===== src/hw/rtl/assert_macros.svh =====
// Assertion macros shared by the clock time entry RTL.
// Included by modules that carry concurrent checks; no other dependencies.
`ifndef ASSERT_MACROS_SVH
`define ASSERT_MACROS_SVH

// Check an implication on every clock edge outside reset.
`define CTEC_ASSERT(label, clk, rst, prop, msg) \
   label: assert property (@(posedge clk) disable iff (rst) (prop)) else $error(msg);

// Check that a condition leads to a consequence on the following edge.
`define CTEC_ASSERT_NEXT(label, clk, rst, cond, cons, msg) \
   label: assert property (@(posedge clk) disable iff (rst) (cond) |=> (cons)) else $error(msg);

`endif


===== src/hw/rtl/ctec_pkg.sv =====
// Package for the clock time entry controller: key constants, register
// indexes, reset values and digit arithmetic helpers. No dependencies.
`default_nettype none

package ctec_pkg;

   localparam int KEY_W    = 8;
   localparam int VALUE_W  = 12;
   localparam int COUNT_W  = 2;
   localparam int DIGIT_W  = 4;
   localparam int CSR_IDX_W = 2;

   // ASCII codes the block recognizes
   localparam logic [KEY_W-1:0] DIGIT_LO = 8'h30;
   localparam logic [KEY_W-1:0] DIGIT_HI = 8'h39;
   localparam logic [KEY_W-1:0] KEY_NL   = 8'd10;
   localparam logic [KEY_W-1:0] KEY_CR   = 8'd13;

   // Register reset values
   localparam logic [KEY_W-1:0] RESET_KEY_DEFAULT      = 8'd70;
   localparam logic [KEY_W-1:0] SET_CANCEL_KEY_DEFAULT = 8'd67;

   // Register indexes on the csr port
   typedef enum logic [CSR_IDX_W-1:0] {
      CSR_HOUR_FORMAT_12 = 2'd0,
      CSR_RESET_KEY      = 2'd1,
      CSR_SET_CANCEL_KEY = 2'd2
   } csr_index_type;

   // Multiply a value by ten with two shifts and an add
   function automatic logic [VALUE_W-1:0] times_ten(input logic [VALUE_W-1:0] value);
      times_ten = {value[VALUE_W-4:0], 3'b000} + {value[VALUE_W-2:0], 1'b0};
   endfunction

   // Smaller of two digits
   function automatic logic [DIGIT_W-1:0] digit_min(input logic [DIGIT_W-1:0] a,
                                                    input logic [DIGIT_W-1:0] b);
      digit_min = (a < b) ? a : b;
   endfunction

   // Larger of two digits
   function automatic logic [DIGIT_W-1:0] digit_max(input logic [DIGIT_W-1:0] a,
                                                    input logic [DIGIT_W-1:0] b);
      digit_max = (a > b) ? a : b;
   endfunction

endpackage

`default_nettype wire


===== src/hw/rtl/clock_time_entry_controller.sv =====
// Clock time entry controller: key decode, set-mode state and HHMM entry.
// Path: an accepted key word goes through the input register, then the result
// register. Throughput: one key word per cycle while no stall holds; the input
// register takes a new word while a result word waits under stall only if it is empty.
// Reset (synchronous, active high) returns to stand-by with an empty entry,
// no pending reset and register defaults (24-hour, keys 70 and 67).
// Depends on ctec_pkg and assert_macros.svh.
`default_nettype none
`include "assert_macros.svh"

module clock_time_entry_controller
   import ctec_pkg::*;
(
   input  wire logic                 clock,
   input  wire logic                 reset,
   // key channel
   input  wire logic                 req_valid,
   output      logic                 req_stall,
   input  wire logic [KEY_W-1:0]     req_key_code,
   // result channel
   output      logic                 rsp_valid,
   input  wire logic                 rsp_stall,
   output      logic                 rsp_in_set_mode,
   output      logic [COUNT_W-1:0]   rsp_digits_entered,
   output      logic [VALUE_W-1:0]   rsp_entry_value,
   output      logic                 rsp_time_ready,
   output      logic [VALUE_W-1:0]   rsp_new_time,
   output      logic                 rsp_reset_request,
   output      logic                 rsp_cancelled,
   output      logic                 rsp_unknown_key,
   // configuration write port
   input  wire logic                 csr_wr_en,
   input  wire logic [CSR_IDX_W-1:0] csr_index,
   input  wire logic [KEY_W-1:0]     csr_wdata
);

   // configuration registers
   logic               hour_format_12_ff;
   logic [KEY_W-1:0]   reset_key_ff;
   logic [KEY_W-1:0]   set_cancel_key_ff;

   // input register
   logic               key_valid_ff;
   logic [KEY_W-1:0]   key_ff;

   // controller state
   logic               set_mode_ff, set_mode_in;
   logic [VALUE_W-1:0] acc_ff, acc_in;
   logic [COUNT_W-1:0] count_ff, count_in;
   logic               pending_ff, pending_in;

   // result register
   logic               rsp_valid_ff;
   logic               rsp_ready_ff, rsp_ready_in;
   logic [VALUE_W-1:0] rsp_time_ff, rsp_time_in;
   logic               rsp_rreq_ff, rsp_rreq_in;
   logic               rsp_canc_ff, rsp_canc_in;
   logic               rsp_unk_ff, rsp_unk_in;

   logic               advance;
   logic               accept;

   // move the held key into the result register when it is free or draining
   assign advance   = key_valid_ff && (!rsp_valid_ff || !rsp_stall);
   assign req_stall = key_valid_ff && !advance;
   assign accept    = req_valid && !req_stall;

   // write configuration registers
   always_ff @(posedge clock) begin
      if (reset) begin
         hour_format_12_ff <= 1'b0;
         reset_key_ff      <= RESET_KEY_DEFAULT;
         set_cancel_key_ff <= SET_CANCEL_KEY_DEFAULT;
      end else if (csr_wr_en) begin
         case (csr_index_type'(csr_index))
            CSR_HOUR_FORMAT_12: hour_format_12_ff <= csr_wdata[0];
            CSR_RESET_KEY:      reset_key_ff      <= csr_wdata;
            CSR_SET_CANCEL_KEY: set_cancel_key_ff <= csr_wdata;
            default: ;
         endcase
      end
   end

   // hold the key word until it advances
   always_ff @(posedge clock) begin
      if (reset) begin
         key_valid_ff <= 1'b0;
      end else if (accept) begin
         key_valid_ff <= 1'b1;
      end else if (advance) begin
         key_valid_ff <= 1'b0;
      end
   end

   always_ff @(posedge clock) begin
      if (accept) begin
         key_ff <= req_key_code;
      end
   end

   // decode the key and compute next state and flags
   always_comb begin
      logic [DIGIT_W-1:0] digit;
      logic               is_digit;
      logic               leave;

      digit    = key_ff[DIGIT_W-1:0];
      is_digit = (key_ff >= DIGIT_LO) && (key_ff <= DIGIT_HI);
      leave    = 1'b0;

      set_mode_in  = set_mode_ff;
      acc_in       = acc_ff;
      count_in     = count_ff;
      pending_in   = pending_ff;
      rsp_ready_in = 1'b0;
      rsp_time_in  = '0;
      rsp_rreq_in  = 1'b0;
      rsp_canc_in  = 1'b0;
      rsp_unk_in   = 1'b0;

      if (key_ff == reset_key_ff) begin
         if (set_mode_ff) begin
            pending_in = 1'b1;
         end else begin
            rsp_rreq_in = 1'b1;
         end
      end else if (key_ff == set_cancel_key_ff) begin
         if (set_mode_ff) begin
            rsp_canc_in = 1'b1;
            leave       = 1'b1;
         end else begin
            set_mode_in = 1'b1;
         end
      end else if (is_digit) begin
         if (set_mode_ff) begin
            case (count_ff)
               2'd0: begin
                  // clamp hour tens by format
                  acc_in   = VALUE_W'(digit_min(hour_format_12_ff ? 4'd1 : 4'd2, digit));
                  count_in = 2'd1;
               end
               2'd1: begin
                  // clamp hour units so the hour stays valid
                  if (hour_format_12_ff) begin
                     digit = (acc_ff == '0) ? digit_max(4'd1, digit) : digit_min(4'd2, digit);
                  end else if (acc_ff == VALUE_W'(2)) begin
                     digit = digit_min(4'd3, digit);
                  end
                  acc_in   = times_ten(acc_ff) + VALUE_W'(digit);
                  count_in = 2'd2;
               end
               2'd2: begin
                  // clamp minute tens
                  acc_in   = times_ten(acc_ff) + VALUE_W'(digit_min(4'd5, digit));
                  count_in = 2'd3;
               end
               default: begin
                  // last digit completes the entry
                  rsp_time_in  = times_ten(acc_ff) + VALUE_W'(digit);
                  rsp_ready_in = 1'b1;
                  leave        = 1'b1;
               end
            endcase
         end
      end else if ((key_ff != KEY_NL) && (key_ff != KEY_CR)) begin
         rsp_unk_in = 1'b1;
      end

      // return to stand-by and release a held reset
      if (leave) begin
         set_mode_in = 1'b0;
         acc_in      = '0;
         count_in    = '0;
         if (pending_ff) begin
            rsp_rreq_in = 1'b1;
            pending_in  = 1'b0;
         end
      end
   end

   // update state on advance
   always_ff @(posedge clock) begin
      if (reset) begin
         set_mode_ff <= 1'b0;
         acc_ff      <= '0;
         count_ff    <= '0;
         pending_ff  <= 1'b0;
      end else if (advance) begin
         set_mode_ff <= set_mode_in;
         acc_ff      <= acc_in;
         count_ff    <= count_in;
         pending_ff  <= pending_in;
      end
   end

   // result word valid: set on advance, drop once taken
   always_ff @(posedge clock) begin
      if (reset) begin
         rsp_valid_ff <= 1'b0;
      end else if (advance) begin
         rsp_valid_ff <= 1'b1;
      end else if (!rsp_stall) begin
         rsp_valid_ff <= 1'b0;
      end
   end

   always_ff @(posedge clock) begin
      if (advance) begin
         rsp_ready_ff <= rsp_ready_in;
         rsp_time_ff  <= rsp_time_in;
         rsp_rreq_ff  <= rsp_rreq_in;
         rsp_canc_ff  <= rsp_canc_in;
         rsp_unk_ff   <= rsp_unk_in;
      end
   end

   // state after the key is part of the result word
   assign rsp_valid          = rsp_valid_ff;
   assign rsp_in_set_mode    = set_mode_ff;
   assign rsp_digits_entered = count_ff;
   assign rsp_entry_value    = acc_ff;
   assign rsp_time_ready     = rsp_ready_ff;
   assign rsp_new_time       = rsp_time_ff;
   assign rsp_reset_request  = rsp_rreq_ff;
   assign rsp_cancelled      = rsp_canc_ff;
   assign rsp_unknown_key    = rsp_unk_ff;

   // checks
   `CTEC_ASSERT(a_standby_clear, clock, reset,
      !set_mode_ff |-> (count_ff == '0 && acc_ff == '0 && !pending_ff),
      "stand-by with a partial entry or held reset")
   `CTEC_ASSERT(a_done_clears, clock, reset,
      (rsp_valid_ff && (rsp_ready_ff || rsp_canc_ff)) |-> (!set_mode_ff && count_ff == '0),
      "completed or cancelled entry left set mode active")
   `CTEC_ASSERT(a_time_only_ready, clock, reset,
      (rsp_valid_ff && !rsp_ready_ff) |-> (rsp_time_ff == '0),
      "new time nonzero without time ready")
   `CTEC_ASSERT_NEXT(a_state_holds, clock, reset,
      !advance, $stable(set_mode_ff) && $stable(acc_ff) && $stable(count_ff),
      "controller state moved without an advancing key")

endmodule

`default_nettype wire

===== config.mk =====
export PLATFORM = sky130hd
export DESIGN_NAME = clock_time_entry_controller
export DESIGN_NICKNAME = d
export VERILOG_FILES = /design/src/hw/rtl/ctec_pkg.sv /design/src/hw/rtl/clock_time_entry_controller.sv
export VERILOG_INCLUDE_DIRS = /design/src /design/src/hw/rtl
export SDC_FILE = /design/constraint.sdc
export NUM_CORES = 1
export LEC_CHECK = 0
export ABC_AREA = 1
export BUFFER_PORTS_ARGS = -buffer_cell sky130_fd_sc_hd__clkbuf_2
export CORE_ASPECT_RATIO = 0.5
export CORE_UTILIZATION = 55
export CTS_BUF_LIST = sky130_fd_sc_hd__clkbuf_2 sky130_fd_sc_hd__clkbuf_4 sky130_fd_sc_hd__clkbuf_8
export DETAILED_ROUTE_END_ITERATION = 8
export PLACE_DENSITY = 0.77
export RECOVER_POWER = 25
export SLEW_MARGIN = 25
export SYNTH_ARGS = -nofsm -noshare
export SYNTH_HDL_FRONTEND = slang
export SYNTH_SLANG_ARGS = --single-unit

===== constraint.sdc =====
create_clock -name clock -period 5.9 [get_ports clock]
set_input_delay 1.475 -clock clock [delete_from_list [all_inputs] [get_ports clock]]
set_output_delay 1.475 -clock clock [all_outputs]
set_load 0.005 [all_outputs]

## Word level (Yosys, flattened, before mapping)

Cells that the tools add are included.

| storage, ports and cells | value |
|---|---|
| output and inout port bits | 33 |
| input bits | 23 |
| flip-flop bits (word level) | 59 |
| logic and storage cells | 117 |

| cells by class | value |
|---|---|
| muxes and demuxes | 48 |
| bitwise logic cells | 3 |
| reductions and logical operators | 28 |
| add/subtract/negate cells | 4 |
| order comparisons | 7 |
| equal/unequal tests | 12 |

Operators by type and width:

| kind | number |
|---|---|
| two-way mux 12 bit | 5 |
| two-way mux 4 bit | 13 |
| adder 12 x 4 -> 12 bit | 3 |
| one-hot mux 12 bit (3 select lines) | 1 |
| two-way mux 1 bit | 22 |
| == test 8 bit | 2 |
| inequality test 8 x 4 -> 1 bit (second input constant) | 2 |
| adder 12 bit | 1 |
| == test 12 x 2 -> 1 bit (second input constant) | 1 |
| logical NOT 12 bit | 1 |
| two-way mux 2 bit | 6 |
| greater-or-equal comparator 8 x 6 -> 1 bit (second input constant) | 1 |
| less-or-equal comparator 8 x 6 -> 1 bit (second input constant) | 1 |
| less-than comparator 2 x 4 -> 1 bit (first input constant) | 2 |
| nonzero test 2 bit | 4 |
| OR reduction 7 bit | 1 |
| inequality test 2 x 1 -> 1 bit (second input constant) | 3 |
| one-hot mux 2 bit (3 select lines) | 1 |
| AND reduction 2 bit | 3 |
| AND reduction 6 bit | 1 |
| OR reduction 3 bit | 2 |
| logical AND 1 bit | 5 |
| == test 2 x 1 -> 1 bit (second input constant) | 2 |
| == test 2 bit (second input constant) | 2 |
| other kinds (10) | 17 |

## Longest topological paths before layout

Gate-level depths: netlist of the first run.

| depth | value |
|---|---|
| depth in word-level cells | 16 |
| depth in mapped cells | 20 |

## Worst setup path after synthesis of the first run

OpenSTA, ideal clock, no wires.

| timing path | value |
|---|---|
| kind | input -> register |
| from | input rsp_stall |
| to | register acc_ff[8] (netlist: rsp_entry_value[8]) |
| setup slack | 2.569 ns |
| required time | 5.830 ns |
| stages on the path | 10 |
| data arrival time | 3.261 ns |
| path through | nand2_1 inv_1 nor2_1 inv_1 nor2_2 nand2_4 nor2_4 buf_6 nand4_2 a21oi_2 |

| between the ends | value |
|---|---|
| cells in the longest elaborated chain, start to end | 4 |

RTL lines:

| what | line | text |
|---|---|---|
| start: declaration | clock_time_entry_controller.sv:22 | `input wire logic rsp_stall,` |
| logical NOT 1 bit | - |  |
| logical OR 1 bit | clock_time_entry_controller.sv:64 | `assign advance = key_valid_ff && (!rsp_valid_ff \|\| !rsp_stall);` |
| logical AND 1 bit | clock_time_entry_controller.sv:64 |  |
| via advance | clock_time_entry_controller.sv:60 | `logic advance;` |
| AND reduction 6 bit (no source line) | - |  |
| end signal: assignment | clock_time_entry_controller.sv:190 | `acc_ff <= acc_in;` |
| end: declaration | clock_time_entry_controller.sv:48 | `logic [VALUE_W-1:0] acc_ff, acc_in;` |

The timed path passes the listed nets, and every way through them passes these cells.
A chain may end at the register's enable or synchronous reset.

## Worst setup path after layout of the first run

| timing path | value |
|---|---|
| from | register acc_ff[8] (netlist: rsp_entry_value[8]) |
| to | register acc_ff[11] (netlist: rsp_entry_value[11]) |

| between the ends | value |
|---|---|
| cells in the longest elaborated chain, start to end | 15 |

RTL lines:

| what | line | text |
|---|---|---|
| == test 12 x 2 -> 1 bit or logical NOT 12 bit (tied branches) | clock_time_entry_controller.sv:146, clock_time_entry_controller.sv:145 |  |
| two-way mux 4 bit (on tied branches) | clock_time_entry_controller.sv:146, clock_time_entry_controller.sv:145 |  |
| two-way mux 4 bit | clock_time_entry_controller.sv:144 | `if (hour_format_12_ff) begin` |
| two-way mux 4 bit | clock_time_entry_controller.sv:136 | `case (count_ff)` |
| two-way mux 4 bit | clock_time_entry_controller.sv:135 | `if (set_mode_ff) begin` |
| two-way mux 4 bit | clock_time_entry_controller.sv:134 | `end else if (is_digit) begin` |
| two-way mux 4 bit | clock_time_entry_controller.sv:127 | `end else if (key_ff == set_cancel_key_ff) begin` |
| two-way mux 4 bit | clock_time_entry_controller.sv:121 | `if (key_ff == reset_key_ff) begin` |
| adder 12 x 4 -> 12 bit | clock_time_entry_controller.sv:149 | `acc_in = times_ten(acc_ff) + VALUE_W'(digit);` |
| one-hot mux 12 bit (3 select lines) * | clock_time_entry_controller.sv:136 |  |
| two-way mux 12 bit * | clock_time_entry_controller.sv:135 |  |
| two-way mux 12 bit * | clock_time_entry_controller.sv:134 |  |
| two-way mux 12 bit * | clock_time_entry_controller.sv:127 |  |
| two-way mux 12 bit * | clock_time_entry_controller.sv:121 |  |
| two-way mux 12 bit * | clock_time_entry_controller.sv:170 | `if (leave) begin` |

Mark *: on every way between the ends. The rest lies on a longest branch, timed or not. The select of a mux whose other input is x is not followed.

==> run metrics, run 1 <==
Worst Reg-to-Reg Cells=18; Final ANT Viol Nets=0; number of diodes=0; Resized Gates After CTS=0; Clk Tree Root Cell=clkbuf_8; gr usage total=0.2473; via count of the first global-routing pass=2,998; crit path capture type=flop; Pwr per Cell Area=208.2 mW/mm^2; Worst-Skew Late Latency=0.35 ns; fin nets=612; ys async rst share=0; Seq/Total Area, Yosys=0.3752; top cell type's share of synthesized area=0.1902; first-pass GRT wire length=13.59 mm; FMAX=283.8 MHz; largest net degree at the start of global routing=22; hold-critical path endpoint=set_cancel_key_ff[5]$_SDFFE_PP0P_; VDD IR max=212.2 uV; Die Ht=60.69 um; I/O Buffers=55; syn_nets=553; Starting Density=0.5961; HP Class=reg2reg; Pleak=0.002111 uW; share of cells above drive strength 1=0.1976; top_reg_cell synth=dfxtp_1; max-cap violations=0; Worst Setup Path Type=reg2reg; drt wl/cell=12.63 um; CTS tree=done; 1st-pass router iterations=5; Yosys top cell by area=edfxtp_1; R2R setup slack=2.38 ns; Post-CTS Hold Fix Bufs=0; fin. max-slew vios=0; Placer Congestion=0.8889; CP Max Fanout=5; Worst Min Path Start=set_cancel_key_ff[5]$_SDFFE_PP0P_; Post-synth EDFFs=24; mux share of post-synthesis cell area=0; Hold Crit Depth=2; Synth area leaders=edfxtp_1 (19%), dfxtp_1 (18%), nand2_1 (13%); Remaining DRCs=0; adder-cell share of the synthesized area=0.07860; relative slew slack=0.2987; row count=20; Worst Setup Start Kind=flop; grt ovf=0; Final Cell Area=0.004312 mm^2; H-tree Lvls=3; Synth Area in Simple Gates=0.3071; register clock-pin slew on the reported worst setup and hold paths=0.07 ns; outcome=completed; clk_skew=0.006872 ns; Placed Instance Area=0.004131 mm^2; crit path DAT=3.80 ns; Die W=119.4 um; critical path data required time=6.18 ns; final wirelength=8.337 mm; vias per cell=5.118; RR Endpoint=rsp_entry_value[11]$_SDFFE_PP0P_; # clock sinks=59; Setup Buffers After CTS=0; io pins=56; compound-cell area share of the yosys netlist=0.1252; initial antenna violation count=0; RSZ-0062 raised after global routing=false; post-layout min period=3.523 ns; total die area=0.007244 mm^2; number of CTS-inserted buffers=9; Synth Warn #=0; setup_tns=0 ns; xor-xnor portion of the synthesized cell area=0.01387; Hold Violations, Final=0; Period Utilization, post-route=0.5972; Clock Tree Buf Depth=2; cell area after synthesis=0.003789 mm^2; largest family of logic cells by synthesized area=simple AND/OR/NAND/NOR gates; synth cell count leaders=nand2_1 (132), inv_1 (75), nor2_1 (42), dfxtp_1 (35), a21oi_1 (33); Mapped Cells=508; reg2reg start=rsp_entry_value[8]$_SDFFE_PP0P_; synthesis-to-finish area growth=13.80%; hpwl dp=6.208 mm; vias=3,378; most frequent cell after synthesis=nand2_1; setup violators final=0; Slew @ Worst Pin=1.052 ns; Placeable Area=0.006356 mm^2; synthesized flop and latch total=59; DR iter-0 viols=211; post-synthesis cell type count=43; Syn Area/Cell=7.458 um^2
-- registers in the layout, summed over array words and instances (netlist names) --
register	count
rsp_entry_value	12
pending_ff	1
rsp_valid	1
rsp_in_set_mode	1
rsp_unknown_key	1
rsp_time_ready	1
rsp_reset_request	1
hour_format_12_ff	1
rsp_new_time	12
key_ff	8
key_valid_ff	1
set_cancel_key_ff	8
rsp_cancelled	1
reset_key_ff	8
rsp_digits_entered	2
-- area by class of cell --
type	count	area, um^2
sequential	59	1421
timing repair buffer	56	277.8
clock inverter	5	52.55
clock buffer	11	145.1
multi-input combinational	354	1976
fill	565	2044
tap	88	110.1
inverter	87	329.1
-- worst max-delay path by stage --
stage,from,end
2_1_floorplan,rsp_stall,rsp_entry_value[8]$_SDFFE_PP0P_
3_3_place_gp,rsp_stall,req_stall
3_5_place_dp,rsp_entry_value[8]$_SDFFE_PP0P_,rsp_entry_value[11]$_SDFFE_PP0P_
4_1_cts,rsp_entry_value[8]$_SDFFE_PP0P_,rsp_entry_value[11]$_SDFFE_PP0P_
5_1_grt,rsp_entry_value[8]$_SDFFE_PP0P_,rsp_entry_value[11]$_SDFFE_PP0P_
6_report,rsp_entry_value[8]$_SDFFE_PP0P_,rsp_entry_value[11]$_SDFFE_PP0P_
-- cells in the final DEF, fill, tap and decap left out, drive strengths merged --
cell	n
a21oi	41
a31oi	2
inv	86
nand3	22
ha	19
nor2	50
o221ai	1
o211ai	5
nor3	12
nand2	140
or2	3
fa	3
dfxtp	35
a211oi	3
o21ai	27
clkbuf	67
o21a	2
nand4	13
xnor2	5
o31ai	1
xor2	1
edfxtp	24
bufinv	1
clkinv	4
clkinvlp	1
nand3b	3
nor4	1
-- per-layer routing --
layer | vias to the layer above | share of wire | global-route usage
li1 | 1768 | - | -
met1 | 1533 | 0.47 | 0.3093
met2 | 69 | 0.46 | 0.4302
met5 | - | 0 | 0
met3 | 8 | 0.051 | 0.06767
met4 | 0 | 0.011 | 0.07679
-- critical path, stage by stage, from the launching register on --
cell,delay [ns]
dfxtp_1,0.35
nor2_1,0.14
nand2_1,0.08
nor3_1,0.32
nand2_1,0.12
a21oi_1,0.20
inv_1,0.08
a211oi_1,0.24
ha_1,0.21
inv_1,0.06
fa_1,0.38
or2_1,0.27
a21oi_1,0.17
nand2_1,0.10
nor2_1,0.30
nand3_1,0.12
nand2_1,0.08
nand4_2,0.11
a21oi_2,0.14
-- cell families (layout without fill, tap and decap cells) --
| kind of cell | Yosys count | count (layout) |
|---|---|---|
| simple gates | 244 | 244 |
| xor+xnor | 6 | 6 |
| buf+inv | 95 | 159 |
| flops | 59 | 59 |
| compound gates | 82 | 82 |
| fa+ha+maj | 22 | 22 |
-- metrics by stage --
step / instances / util / setup slack (ns) / total power, uW / hold WS (ns)
6_report: 660 / 0.6783 / 2.377 / 897.9 / 0.4688
5_1_grt: 660 / 0.6783 / 2.048 / 932.2 / 0.4963
4_1_cts: 660 / 0.6811 / 2.443 / 902.1 / 0.4725
3_5_place_dp: 644 / 0.6500 / 2.476 / 530.7 / 0.4613
3_3_place_gp: 644 / 0.6500 / 2.562 / 528.9 / 0.4578
2_1_floorplan: 508 / - / 2.569 / 505.1 / 0.4431
-- power breakdown --
group | internal, uW | switching (uW) | total, uW
registers | 439 | 10.4 | 449
clock network | 209 | 168 | 377
logic | 26.7 | 45.3 | 72.0
total | 674 | 223 | 898
(Power assumes the default switching activity.)
==> inputs of run 2 (changes only) <==
Clock period 5.9 ns to 3.3 ns, I/O delays scaled along.
==> run 2 against run 1 <==
Net effect:
- sequential share of layout area shrank 1.2 points
- largest cell class unchanged
- total power grew 80%
- critical path depth grew 1
==> run metrics, run 2 (same netlist as run 1, synthesis figures left out) <==
relative slew slack=0.5881; vias=3,442; # clock sinks=59; Placer Congestion=0.8814; hpwl dp=6.237 mm; VDD IR max=285.6 uV; drt wl/cell=12.50 um; commonest non-fill, non-tap cell in the layout=nand2_1; Worst Setup SP=rsp_entry_value[6]$_SDFFE_PP0P_; Worst Reg-to-Reg Cells=19; clk_skew=0.006537 ns; critical path data required time=3.58 ns; Worst-Skew Late Latency=0.35 ns; crit path capture type=flop; Hold Violations, Final=0; final hold slack=0.4737 ns; Worst Setup Path Type=reg2reg; Placeable Area=0.006356 mm^2; HP Class=reg2reg; Hold Crit Depth=2; total die area=0.007244 mm^2; Period Utilization, post-route=0.9477; CP Max Fanout=5; final wirelength=8.400 mm; FMAX=319.8 MHz; Pleak=0.002211 uW; setup violators final=0; setup_tns=0 ns; reg2reg start=rsp_entry_value[6]$_SDFFE_PP0P_; Remaining DRCs=0; Starting Density=0.5961; Worst Min Path Start=set_cancel_key_ff[5]$_SDFFE_PP0P_; met2 usage in global routing=0.4452; initial antenna violation count=0; first-pass GRT wire length=13.94 mm; gr usage total=0.2538; post-layout min period=3.127 ns; RSZ-0062 raised after global routing=true; most frequent cells in the layout=nand2_1 (128), inv_1 (74), clkbuf_2 (55); Pwr per Cell Area=360.3 mW/mm^2; 1st-pass router iterations=5; busiest layer in global routing=met2; grt ovf=0; io pins=56; I/O Buffers=55; synthesis-to-finish area growth=18.43%; number of diodes=0; vias per cell=5.122; register clock-pin slew on the reported worst setup and hold paths=0.06 ns; fin. max-slew vios=0; worst-path cell chain=nor2_4 > nand2_2 > nor3_4 > nand2_2 > a21oi_2 > inv_1 > a211oi_2 > ha_2 > inv_2 > fa_2 > or2_4 > a21oi_2 > nand2_1 > nor2_1 > buf_4 > nand3_2 > nand2_2 > nand4_2 > a21oi_2; Clk Tree Root Cell=clkbuf_8; CTS tree=done; Final ANT Viol Nets=0; H-tree Lvls=3; via count of the first global-routing pass=3,107; Die W=119.4 um; Buf+Inv Stages, Crit Path=3; Die Ht=60.69 um; max-cap violations=0; post-route core utilization=0.7059; row count=20; crit path DAT=3.41 ns; Worst path depth=19; Slowest-stage cell, CP=dfxtp_4; met1 usage in global routing=0.3113; GR Util met3=0.07331; fin nets=624; Worst Setup Start Kind=flop; CP max stage delay=0.37 ns; outcome=completed; Slew @ Worst Pin=0.6171 ns; share of cells above drive strength 1=0.2551; Clock Tree Buf Depth=2; number of CTS-inserted buffers=9; DR iter-0 viols=227; largest net degree at the start of global routing=22; family with the most delay on the worst path=simple AND/OR/NAND/NOR gates
-- run 2: changes by cell type in the layout (fill, tap and decap cells not counted), moves of 2 or more --
cell / previous run / this run
buf_4: 0 / 13
nand2_1: 134 / 128
nand2_2: 4 / 9
nor2_1: 43 / 39
clkbuf_4: 1 / 4
inv_1: 77 / 74
inv_2: 8 / 11
nor2_2: 4 / 7
a21oi_1: 33 / 31
a21oi_2: 8 / 10
clkbuf_1: 2 / 0
clkinv_2: 3 / 1
-- run 2: final timing paths --
check	endpoint	slack [ns]
worst max-delay path	rsp_entry_value[11]$_SDFFE_PP0P_	0.17
worst min-delay path	set_cancel_key_ff[5]$_SDFFE_PP0P_	0.47
worst max register to register	rsp_entry_value[11]$_SDFFE_PP0P_	0.17
worst min register to register	set_cancel_key_ff[5]$_SDFFE_PP0P_	0.47
-- run 2: tightest hold or removal path, cell delays in order (launching register included) --
cell	delay (ns)
dfxtp_1	0.31
inv_1	0.06
a21oi_1	0.05
-- run 2: through the flow --
step,total power (uW),instance area (um^2),std cells,setup WS (ns)
final,1616,4487,672,0.1726
after global placement,949.2,4214,655,0.1157
after floorplan,903.1,3789,508,0.2978
after global routing,1682,4487,672,-0.04951
after CTS,1627,4422,671,0.09359
after detailed placement,952.0,4214,655,0.03673
-- run 2: timing repair --
item,CTS,global route
setup buffers,0,1
hold buffers,0,0
setup endpoints to repair,1,4
gates resized for setup,1,19
pin swaps,0,10
-- run 2: final cells by class --
type / count / area [um^2]
Inverter: 87 / 329.1
Sequential cell: 59 / 1425
Tap cell: 88 / 110.1
Clock inverter: 2 / 35.03
Clock buffer: 14 / 167.7
Timing Repair Buffer: 68 / 372.9
Multi-Input combinational cell: 354 / 2047
Fill cell: 524 / 1869
-- run 2: where the power goes --
part / total (uW) / switching, uW / internal [uW] / leakage (uW)
Combinational: 138 / 86.4 / 52.0 / 0.00159
Sequential: 799 / 15.5 / 784 / 0.000517
Clock: 679 / 277 / 402 / 0.000108
Total: 1620 / 379 / 1240 / 0.00221
-- run 2: layer usage --
metal	wire, um	vias up
met4	96	0
met2	3855	89
met1	4012	1542
met3	436	14
li1	-	1797
met5	0	-
==> inputs of run 3 (changes only) <==
Settings changed: PLACE_DENSITY 0.77 to 0.74.
==> run 3 against run 2 <==
Net effect:
- hold slack hardly changed
- combinational power about the same
- total power decreased by 5.2%
- clock power is 12% lower
- first-iteration DRC count decreased by 5.7%
- worst setup slack improved by 0.082 ns
- die area did not move
- via count is 1.8% lower
- global-route usage shrank 0.93 points
- critical path depth is 1 higher
- cell count down 0.15%
- critical endpoint is now rsp_entry_value[9]$_SDFFE_PP0P_
==> run metrics, run 3 (same netlist as run 1, synthesis figures left out) <==
Final Cell Area=0.004418 mm^2; Tot Pwr=1532 uW; Placeable Area=0.006356 mm^2; vias per cell=5.037; Pleak=0.002182 uW; DR iter-0 viols=214; Starting Density=0.5961; sw frac=0.2426; number of diodes=0; post-layout min period=3.045 ns; setup violators final=0; vias=3,380; GR Util met3=0.06579; Worst Reg-to-Reg Cells=20; Period Utilization, post-route=0.9228; critical path data required time=3.57 ns; Final ANT Viol Nets=0; Slew @ Worst Pin=0.9087 ns; # clock sinks=59; grt ovf=0; Pint=1160 uW; Pwr per Cell Area=346.7 mW/mm^2; VDD IR max=278.8 uV; io pins=56; 1st-pass router iterations=4; synthesis-to-finish area growth=16.61%; met1 usage in global routing=0.3152; Hold Violations, Final=0; Worst Setup Path Type=reg2reg; Worst Min Path Start=set_cancel_key_ff[2]$_SDFFE_PP0P_; row count=20; Placer Congestion=0.8441; H-tree Lvls=3; fin nets=623; max-cap violations=0; Worst Setup Start Kind=flop; Hold Crit Depth=2; crit path DAT=3.31 ns; final wirelength=8.173 mm; fin. max-slew vios=0; initial antenna violation count=0; CP Max Fanout=5; most frequent cells in the layout=nand2_1 (132), inv_1 (74), clkbuf_2 (55); Clk Tree Root Cell=clkbuf_8; first-pass GRT wire length=13.65 mm; power share of the sequential group=0.522; HP Class=reg2reg; outcome=completed; Placed Instance Area=0.004214 mm^2; Fillers=553; combinational share of power=0.089; busiest layer in global routing=met2; number of CTS-inserted buffers=9; commonest non-fill, non-tap cell in the layout=nand2_1; Sw Pwr=371.6 uW; share of cells above drive strength 1=0.2367; Die W=119.4 um; Clock Tree Buf Depth=2; RR Endpoint=rsp_entry_value[9]$_SDFFE_PP0P_; R2R setup slack=0.25 ns; clk_skew=0.008569 ns; setup_tns=0 ns; largest net degree at the start of global routing=22; I/O Buffers=55; via count of the first global-routing pass=3,025; CTS tree=done; met2 usage in global routing=0.4228; drt wl/cell=12.18 um; Worst-Skew Late Latency=0.34 ns; total die area=0.007244 mm^2; Remaining DRCs=0; reg2reg start=rsp_entry_value[4]$_SDFFE_PP0P_; crit path capture type=flop; relative slew slack=0.3942; Setup Buffers After CTS=0; hold-critical path endpoint=set_cancel_key_ff[2]$_SDFFE_PP0P_; register clock-pin slew on the reported worst setup and hold paths=0.06 ns; Clock Power Share=0.388; gr usage total=0.2445; hpwl dp=6.232 mm; FMAX=328.4 MHz; Die Ht=60.69 um
## run 3: area by class of cell
class                           instances  area [um^2]  share of cell area
Multi-Input combinational cell        354         2016              0.4562
Timing Repair Buffer                   67        361.6             0.08185
Clock buffer                           13        166.4             0.03767
Clock inverter                          3        12.51            0.002832
Tap cell                               88        110.1             0.02492
Inverter                               87        329.1             0.07448
Sequential cell                        59         1423              0.3220
## run 3: what timing repair did
item                                    CTS  global route
endpoints found under the setup margin    0             4
gates resized for setup                   0            10
hold buffers                              0             0
## run 3: per-stage QoR
step / hold slack (ns) / worst slack, ns / instances / util
2_1_floorplan: 0.4431 / 0.2978 / 508 / -
3_3_place_gp: 0.4568 / 0.1624 / 655 / 0.6630
3_5_place_dp: 0.4632 / 0.03938 / 655 / 0.6630
4_1_cts: 0.4763 / 0.01705 / 671 / 0.6911
5_1_grt: 0.4946 / -0.01013 / 671 / 0.6951
6_report: 0.4737 / 0.2546 / 671 / 0.6951
## run 3: metal layers
metal | routed length [um] | up-vias | part of all wire
met5 | 0 | - | 0
met4 | 46 | 0 | 0.0056
met3 | 360 | 4 | 0.044
met2 | 3704 | 64 | 0.45
met1 | 4062 | 1522 | 0.50
li1 | - | 1790 | -
## run 3: worst max-delay path by stage
| stage | to | from | cells after the start | slack, ns |
|---|---|---|---|---|
| 2_1_floorplan | rsp_entry_value[11]$_SDFFE_PP0P_ | rsp_entry_value[8]$_SDFFE_PP0P_ | 18 | 0.30 |
| 3_3_place_gp | rsp_entry_value[11]$_SDFFE_PP0P_ | rsp_entry_value[10]$_SDFFE_PP0P_ | 20 | 0.16 |
| 3_5_place_dp | rsp_entry_value[11]$_SDFFE_PP0P_ | rsp_entry_value[10]$_SDFFE_PP0P_ | 20 | 0.04 |
| 4_1_cts | rsp_entry_value[11]$_SDFFE_PP0P_ | rsp_entry_value[10]$_SDFFE_PP0P_ | 20 | 0.02 |
| 5_1_grt | rsp_entry_value[9]$_SDFFE_PP0P_ | rsp_entry_value[4]$_SDFFE_PP0P_ | 20 | -0.01 |
| 6_report | rsp_entry_value[9]$_SDFFE_PP0P_ | rsp_entry_value[4]$_SDFFE_PP0P_ | 20 | 0.25 |
## run 3: power by group through the flow
stage	logic, uW	registers, uW	clock network [uW]
final	137	800	595
after global routing	155	803	640
after CTS	137	800	605
after detailed placement	137	815	0
after global placement	135	815	0
after floorplan	90.0	813	0
## run 3: critical path, cell delays in order (launching register included)
cell	delay [ns]
dfxtp_1	0.31
nor2_1	0.11
nand2_1	0.08
nor3_2	0.16
buf_4	0.14
nand2_1	0.07
a21oi_2	0.17
inv_2	0.06
a211oi_2	0.17
ha_2	0.21
inv_1	0.05
fa_2	0.34
or2_4	0.25
a21oi_2	0.13
nand2_1	0.09
nor2_1	0.09
buf_4	0.14
nand2_1	0.05
nand2_1	0.07
nand4_2	0.11
a21oi_2	0.16
